--- src/design/sllc_pkg.sv ---
package sllc_pkg;

  // Field widths
  localparam int unsigned RegW      = 16;
  localparam int unsigned ThrW      = 10;
  localparam int unsigned RawW      = 8;
  localparam int unsigned AgeW      = 8;
  localparam int unsigned RatioW    = 8;
  localparam int unsigned CfgIdxW   = 3;
  localparam int unsigned InDataW   = 48;
  localparam int unsigned OutDataW  = 56;
  localparam int unsigned DwellFrac = 7;

  // Limits are disabled until the ignition has been on this many ticks
  localparam logic [AgeW-1:0] IgnMinAge = 8'd20;

  typedef enum logic [1:0] {
    MODE_OFF       = 2'd0,
    MODE_ON        = 2'd1,
    MODE_UNLIMITED = 2'd2
  } mode_e;

  typedef enum logic [1:0] {
    AFR_NORMAL = 2'd0,
    AFR_LAUNCH = 2'd1,
    AFR_SHIFT  = 2'd2
  } afr_sel_e;

  typedef enum logic [CfgIdxW-1:0] {
    REG_LAUNCH_REV_LIMIT = 3'd0,
    REG_SHIFT_REV_LIMIT  = 3'd1,
    REG_SHIFT_TARGET_AFR = 3'd2,
    REG_CUT_HOLDOFF      = 3'd3,
    REG_ACTIVE_START     = 3'd4,
    REG_THROTTLE_LOW     = 3'd5,
    REG_THROTTLE_HIGH    = 3'd6
  } reg_idx_e;

  typedef struct packed {
    logic [RatioW-1:0] dwell_ratio;
    logic [RegW-1:0]   shaft_period;
    logic              decay_tick;
    logic              vehicle_moving;
    logic [AgeW-1:0]   ignition_age;
    logic              rpm_high;
    logic [RawW-1:0]   throttle_raw;
    logic              clutch_pressed;
  } req_t;

  typedef struct packed {
    logic [RegW-1:0] afr_value;
    afr_sel_e        afr_select;
    logic [RegW-1:0] dwell_max;
    logic [RegW-1:0] rev_limit;
    logic            spark_cut;
    mode_e           mode;
  } res_t;

endpackage

--- src/design/shift_launch_limiter_control.sv ---
// Launch limiter and no-lift-shift limiter control, one request per control tick.
// Each request (clutch, throttle, rpm-high, ignition age, movement, decay tick,
// shaft period, dwell ratio) steps the off/on/unlimited mode machine, the
// throttle-high hysteresis flag, the active counter and the spark cut flag, and
// yields one result: mode, spark cut, rev limit, dwell maximum, AFR select and AFR value.
// Timing: a request is registered on acceptance, evaluated in the next cycle
// by one short combinational pass (a 16x8 multiply and a few compares), and
// the result lands in an output register once that register is free. One
// request per cycle is sustained while the result side does not stall, and a
// stalled result register still lets the input register take one more request.
// Configuration registers are written through cfg_we_i/cfg_idx_i/cfg_data_i; the user must
// write them only while the block is idle, which the block does not enforce; indexes beyond the list are ignored.
module shift_launch_limiter_control (
  input  logic                                clk_i,
  input  logic                                rst_ni,
  // slave side: clutch_pressed[0], throttle_raw[8:1], rpm_high[9],
  // ignition_age[17:10], vehicle_moving[18], decay_tick[19],
  // shaft_period[35:20], dwell_ratio[43:36], zero fill [47:44]
  input  logic                                s_axis_tvalid_i,
  output logic                                s_axis_tready_o,
  input  logic [sllc_pkg::InDataW-1:0]        s_axis_tdata_i,
  // master side: mode[1:0], spark_cut[2], rev_limit[18:3], dwell_max[34:19],
  // afr_select[36:35], afr_value[52:37], zero fill [55:53]
  output logic                                m_axis_tvalid_o,
  input  logic                                m_axis_tready_i,
  output logic [sllc_pkg::OutDataW-1:0]       m_axis_tdata_o,
  // configuration write port
  input  logic                                cfg_we_i,
  input  logic [sllc_pkg::CfgIdxW-1:0]        cfg_idx_i,
  input  logic [sllc_pkg::RegW-1:0]           cfg_data_i
);
  import sllc_pkg::*;

  localparam int unsigned ReqW  = $bits(req_t);
  localparam int unsigned ResW  = $bits(res_t);
  localparam int unsigned ProdW = RegW + RatioW;

  // configuration
  logic [RegW-1:0] launch_rev_limit_q, shift_rev_limit_q, shift_target_afr_q;
  logic [RegW-1:0] cut_holdoff_q, active_start_q;
  logic [ThrW-1:0] thr_low_q, thr_high_q;

  // controller state
  mode_e           mode_q, mode_d;
  logic [RegW-1:0] act_cnt_q, act_cnt_d;
  logic            thr_flag_q, thr_flag_d;
  logic            clutch_prev_q;
  logic            cut_q, cut_d;

  // pipeline
  logic  in_vld_q;
  req_t  in_q;
  logic  out_vld_q;
  res_t  out_q, res_d;
  logic  out_free, advance;

  assign out_free        = !out_vld_q || m_axis_tready_i;
  assign advance         = in_vld_q && out_free;
  assign s_axis_tready_o = !in_vld_q || out_free;

  // ---------------------------------------------------------------------------
  // Configuration registers
  // ---------------------------------------------------------------------------
  always_ff @(posedge clk_i or negedge rst_ni) begin
    if (!rst_ni) begin
      launch_rev_limit_q <= '0;
      shift_rev_limit_q  <= '0;
      shift_target_afr_q <= '0;
      cut_holdoff_q      <= '0;
      active_start_q     <= '0;
      thr_low_q          <= '0;
      thr_high_q         <= '0;
    end else if (cfg_we_i) begin
      unique case (cfg_idx_i)
        REG_LAUNCH_REV_LIMIT: launch_rev_limit_q <= cfg_data_i;
        REG_SHIFT_REV_LIMIT:  shift_rev_limit_q  <= cfg_data_i;
        REG_SHIFT_TARGET_AFR: shift_target_afr_q <= cfg_data_i;
        REG_CUT_HOLDOFF:      cut_holdoff_q      <= cfg_data_i;
        REG_ACTIVE_START:     active_start_q     <= cfg_data_i;
        REG_THROTTLE_LOW:     thr_low_q          <= cfg_data_i[ThrW-1:0];
        REG_THROTTLE_HIGH:    thr_high_q         <= cfg_data_i[ThrW-1:0];
        default: ;
      endcase
    end
  end

  // ---------------------------------------------------------------------------
  // Input register
  // ---------------------------------------------------------------------------
  always_ff @(posedge clk_i or negedge rst_ni) begin
    if (!rst_ni) begin
      in_vld_q <= 1'b0;
    end else if (s_axis_tready_o) begin
      in_vld_q <= s_axis_tvalid_i;
    end
  end

  always_ff @(posedge clk_i) begin
    if (s_axis_tready_o && s_axis_tvalid_i) begin
      in_q <= req_t'(s_axis_tdata_i[ReqW-1:0]);
    end
  end

  // ---------------------------------------------------------------------------
  // One tick of the controller
  // ---------------------------------------------------------------------------
  logic [ThrW-1:0]  throttle;
  logic [RegW-1:0]  cnt_dec, bound;
  logic             press, release_edge, launch;
  logic [ProdW-1:0] prod;
  logic [ProdW-DwellFrac-1:0] dwell_full;

  always_comb begin
    throttle = {in_q.throttle_raw, 2'b00};

    // decay first, saturating at zero
    cnt_dec = (in_q.decay_tick && act_cnt_q != '0) ? act_cnt_q - 1'b1 : act_cnt_q;

    // hysteresis; set wins when thresholds cross
    if (throttle >= thr_high_q) begin
      thr_flag_d = 1'b1;
    end else if (throttle < thr_low_q) begin
      thr_flag_d = 1'b0;
    end else begin
      thr_flag_d = thr_flag_q;
    end

    press        = in_q.clutch_pressed && !clutch_prev_q;
    release_edge = !in_q.clutch_pressed && clutch_prev_q;

    mode_d    = mode_q;
    act_cnt_d = cnt_dec;
    if (press) begin
      if (thr_flag_d && in_q.rpm_high) begin
        mode_d    = MODE_ON;
        act_cnt_d = active_start_q;
      end else begin
        mode_d = MODE_UNLIMITED;
      end
    end else if (release_edge) begin
      mode_d = MODE_OFF;
    end

    // expiry or throttle drop
    if (mode_d == MODE_ON && (act_cnt_d == '0 || !thr_flag_d)) begin
      mode_d = MODE_UNLIMITED;
    end

    bound = (active_start_q > cut_holdoff_q) ? active_start_q - cut_holdoff_q : '0;
    if (mode_d != MODE_ON) begin
      act_cnt_d = '0;
      cut_d     = 1'b0;
    end else begin
      cut_d = act_cnt_d < bound;
    end

    launch = !in_q.vehicle_moving && in_q.clutch_pressed;

    res_d.mode      = mode_d;
    res_d.spark_cut = cut_d;

    res_d.rev_limit = '0;
    if (in_q.ignition_age >= IgnMinAge) begin
      if (launch) begin
        res_d.rev_limit = launch_rev_limit_q;
      end else if (cut_d) begin
        res_d.rev_limit = shift_rev_limit_q;
      end
    end

    prod       = in_q.shaft_period * in_q.dwell_ratio;
    dwell_full = prod[ProdW-1:DwellFrac];
    if (in_q.shaft_period < res_d.rev_limit) begin
      res_d.dwell_max = '0;
    end else if (dwell_full[ProdW-DwellFrac-1:RegW] != '0) begin
      res_d.dwell_max = '1;
    end else begin
      res_d.dwell_max = dwell_full[RegW-1:0];
    end

    // launch map is looked up outside, so its value field stays zero
    if (launch) begin
      res_d.afr_select = AFR_LAUNCH;
      res_d.afr_value  = '0;
    end else if (cut_d) begin
      res_d.afr_select = AFR_SHIFT;
      res_d.afr_value  = shift_target_afr_q;
    end else begin
      res_d.afr_select = AFR_NORMAL;
      res_d.afr_value  = '0;
    end
  end

  // state commits only when the tick moves into the result register
  always_ff @(posedge clk_i or negedge rst_ni) begin
    if (!rst_ni) begin
      mode_q        <= MODE_OFF;
      act_cnt_q     <= '0;
      thr_flag_q    <= 1'b0;
      clutch_prev_q <= 1'b0;
      cut_q         <= 1'b0;
    end else if (advance) begin
      mode_q        <= mode_d;
      act_cnt_q     <= act_cnt_d;
      thr_flag_q    <= thr_flag_d;
      clutch_prev_q <= in_q.clutch_pressed;
      cut_q         <= cut_d;
    end
  end

  // ---------------------------------------------------------------------------
  // Result register
  // ---------------------------------------------------------------------------
  always_ff @(posedge clk_i or negedge rst_ni) begin
    if (!rst_ni) begin
      out_vld_q <= 1'b0;
    end else if (out_free) begin
      out_vld_q <= in_vld_q;
    end
  end

  always_ff @(posedge clk_i) begin
    if (advance) begin
      out_q <= res_d;
    end
  end

  assign m_axis_tvalid_o = out_vld_q;
  assign m_axis_tdata_o  = {{(OutDataW-ResW){1'b0}}, out_q};

  // ---------------------------------------------------------------------------
  // Assertions
  // ---------------------------------------------------------------------------
  // spark cut flag only lives in the on mode
  a_cut_only_on: assert property (@(posedge clk_i) disable iff (!rst_ni)
    cut_q |-> mode_q == MODE_ON)
    else $error("spark cut set outside on mode");

  // active counter is cleared whenever the mode is not on
  a_cnt_only_on: assert property (@(posedge clk_i) disable iff (!rst_ni)
    (act_cnt_q != '0) |-> mode_q == MODE_ON)
    else $error("active counter nonzero outside on mode");

  // shift AFR override in a result implies spark cut in the same result
  a_afr_shift: assert property (@(posedge clk_i) disable iff (!rst_ni)
    (out_vld_q && out_q.afr_select == AFR_SHIFT) |-> out_q.spark_cut)
    else $error("shift AFR select without spark cut");

  // state moves only with an advancing tick
  a_state_hold: assert property (@(posedge clk_i) disable iff (!rst_ni)
    !advance |=> $stable(mode_q) && $stable(act_cnt_q))
    else $error("controller state changed without a tick");

endmodule
--- config.mk ---
export PLATFORM = sky130hd
export DESIGN_NAME = shift_launch_limiter_control
export DESIGN_NICKNAME = d
export VERILOG_FILES = /design/src/design/sllc_pkg.sv /design/src/design/shift_launch_limiter_control.sv
export SDC_FILE = /design/constraint.sdc
export NUM_CORES = 1
export LEC_CHECK = 0
export BUFFER_PORTS_ARGS = -buffer_cell sky130_fd_sc_hd__buf_4
export CAP_MARGIN = 40
export CORE_MARGIN = 4
export CORE_UTILIZATION = 55
export DETAILED_ROUTE_END_ITERATION = 8
export GPL_ROUTABILITY_DRIVEN = 0
export PLACE_DENSITY = 0.74
export SLEW_MARGIN = 25
export SYNTH_ARGS = -nofsm -noshare
export SYNTH_HDL_FRONTEND = slang
export SYNTH_SLANG_ARGS = --single-unit
export TNS_END_PERCENT = 10
--- constraint.sdc ---
create_clock -name clk_i -period 6.4 [get_ports clk_i]
set_clock_uncertainty 0.1 [all_clocks]
set_input_delay 1.28 -clock clk_i [delete_from_list [all_inputs] [get_ports clk_i]]
set_output_delay 1.28 -clock clk_i [all_outputs]
set_load 0.02 [all_outputs]
==> impl_metrics.json <==
{
  "status": "finished clean",
  "first_pass_iters": 5,
  "fin_crit_ns": 6.25,
  "numPortBuffers": 120,
  "viasPerCell": 5.67,
  "dp_hpwl_um": 26300,
  "layout.nets": 1850,
  "rr_endpoint": "m_axis_tdata_o[25]$_SDFFCE_PN0P_",
  "yosysTopAreaCellShare_pct": 20.8,
  "final_layout_size_suffix_gt1_share_pct": 32.3,
  "fp.dieH_um": 171,
  "synthFlopType": "dfrtp_1",
  "worstSetupEndpointType": "flip-flop",
  "grt_start_max_net_pins": 55,
  "max_stage_delay_ns": 0.39,
  "fillers": 1896,
  "holdCritStartpoint": "mode_q[0]$_DFFE_PN0P_",
  "slowest_stage": "dfrtp_1",
  "max-cap-violations": 0,
  "fin_crit_sh_pct": 97.6,
  "hold_violations": 0,
  "timing.final.ws_setup_ns": 0.154,
  "tightest_slew_ns": 0.720,
  "setup_viol": 0,
  "dieArea_um2": 29300,
  "yosys-top-cells-count": "nand2_1, inv_1, dfrtp_1, ha_1, mux2_2",
  "worstHoldPathCells": 1,
  "avgSynthCellArea_um2": 11.0,
  "crit_type": "flip-flop to flip-flop",
  "cts.sinks": 217,
  "rrSetupSlack_ns": 0.15,
  "startpoint": "active_start_q[0]$_DFFE_PN0P_",
  "n_antenna_cell": 0,
  "start_kind": "flip-flop",
  "syn_inst": 1332,
  "cts_tree": "yes",
  "rows": 59,
  "leakagePower_uw": 0.00857,
  "ios": 130,
  "tns_ns": 0,
  "antenna_found_initial": 0,
  "h-tree-depth": 1,
  "ys_ff_latch": 217,
  "syn_area_um2": 14600,
  "crit_fanout": 7,
  "async_flop_share_pct": 56.2,
  "maxSlewHeadroom_pct": 51.9,
  "die_w_um": 171,
  "drt_first_iter_violations": 536,
  "power_uw": 7200,
  "worstRegToRegCells": 36,
  "ys_types": 74,
  "cts_hold_buf": 0,
  "clkLatencyLatePin_ns": 0.54,
  "synth_top_area_cell": "dfrtp_1",
  "r2r-start": "active_start_q[0]$_DFFE_PN0P_",
  "wl_um": 36100,
  "place_worst_setup_slack_ns": -0.395,
  "vdd_ir_drop_max_mv": 0.282,
  "max_freq_ghz": 0.160,
  "endpoint": "m_axis_tdata_o[25]$_SDFFCE_PN0P_",
  "synth_edf_count": 95,
  "grt_pass1_wl_um": 57600,
  "hold_path.class": "flip-flop to flip-flop",
  "grt.total_usage_pct": 24.4,
  "required_ns": 6.58,
  "vias": 11026,
  "drv_slew": 0,
  "core_um2": 26100,
  "start_util_pct": 56.1,
  "syn_to_final_growth_pct": 24.8,
  "yosysWarnings": 0,
  "drc": 0,
  "synthTopCellsByArea": "dfrtp_1, edfxtp_1, fa_1",
  "clk_path_buf_depth": 3,
  "crit_top_cell": "a21o_1",
  "rsz0062_at_grt": "yes",
  "grt_overflow": 0,
  "cp.arrival_ns": 6.42,
  "synthMostInstantiatedCell": "nand2_1",
  "cts_buffers": 25,
  "grt_pass1_vias": 11497,
  "power_density_nw_per_um2": 394,
  "yosysSeqAreaShare_pct": 40.3,
  "ctsRootBufferMaster": "clkbuf_16",
  "wire_per_inst_um": 18.6,
  "clk_pin_slew_ns": 0.07,
  "antenna_left": 0
}
==> cell usage in the layout (no fill, tap or decap), types with 6 or more instances in the layout <==
cell       instances
a21o_1            37
a21oi_1           50
a21oi_2           11
a41o_1            15
and2_1            90
buf_4            265
buf_6              8
clkbuf_1           7
clkbuf_16         27
dfrtp_1          122
edfxtp_1          95
fa_1              83
ha_1              94
ha_4               8
inv_1            122
mux2_2           100
nand2_1          138
nand2b_1           9
nand3_1            6
nand3_2           13
nand4_1           13
nor2_1            39
nor2_2            13
nor3_1            10
nor4_1            10
o21a_1            18
o21ai_0           21
xnor2_1           22
xor2_1            19
==> registers in the layout, indices dropped and copies added (netlist names), 16 cells and up <==
name                flops
cut_holdoff_q          16
active_start_q         16
shift_target_afr_q     16
act_cnt_q              16
shift_rev_limit_q      16
in_q                   42
m_axis_tdata_o         53
launch_rev_limit_q     16
==> power by group <==
group	internal (µW)	leakage [µW]	switching [µW]	total (µW)
logic	1880	0.00575	1950	3830
registers	1790	0.00242	155	1940
clock network	842	0.000399	584	1430
==> critical path: cells and delay by family (launching register included) <==
family                     cells  cell delay [ns]
DFF                            1             0.39
adders and majority gates      3             0.62
buffers and inverters          7             0.87
AOI/OAI and AO/OA             18             3.08
and+or+nand+nor                8             0.89
==> kinds of logic (layout without fill, tap and decap cells) <==
logic type,count (synthesis),count (layout),share of synthesized area [%]
compound gates,205,205,9.61
xor+xnor,41,41,2.45
simple gates,404,404,14.6
mux,101,101,7.76
buf+inv,175,450,4.92
other cells,1,3,0.0256
fa+ha+maj,188,188,20.4
flops,217,217,40.3
==> final cells by class <==
| type | count | area, µm² | share of cell area [%] |
|---|---|---|---|
| Timing Repair Buffer | 278 | 2190 | 12.0 |
| Multi-Input combinational cell | 942 | 8470 | 46.4 |
| Clock inverter | 12 | 126 | 0.691 |
| Inverter | 126 | 473 | 2.59 |
| Tap cell | 335 | 419 | 2.29 |
| Sequential cell | 217 | 5910 | 32.3 |
| Clock buffer | 34 | 691 | 3.78 |
==> metal layers <==
layer	vias up	track usage [%]	share of wire, %
li1	5141	-	-
met4	0	6.85	2.7
met5	-	0	0
met3	71	3.31	5.3
met1	5492	32.1	42
met2	322	42.7	50
==> timing repair <==
item	CTS	global route
setup buffers	2	9
resized for setup	17	79
pin swaps	4	53
gates cloned	0	1
endpoints found under the setup margin	16	16
==> through the flow <==
stage / area, µm² / util [%] / hold WS (ns) / cells
2_1_floorplan: 14700 / - / 0.349 / 1334
3_3_place_gp: 16800 / 64.4 / 0.358 / 1882
3_5_place_dp: 16900 / 64.7 / 0.383 / 1886
4_1_cts: 17800 / 68.2 / 0.396 / 1934
5_1_grt: 18300 / 70.0 / 0.416 / 1944
6_report: 18300 / 70.0 / 0.396 / 1944
==> worst min path at each step <==
stage,slack [ns],to
finish,0.40,mode_q[0]$_DFFE_PN0P_
CTS,0.40,mode_q[0]$_DFFE_PN0P_
detailed placement,0.38,mode_q[0]$_DFFE_PN0P_
global route,0.42,launch_rev_limit_q[12]$_DFFE_PN0P_
floorplan,0.35,mode_q[0]$_DFFE_PN0P_
global placement,0.36,mode_q[0]$_DFFE_PN0P_
Note: power is estimated with default switching activity, not from simulation.
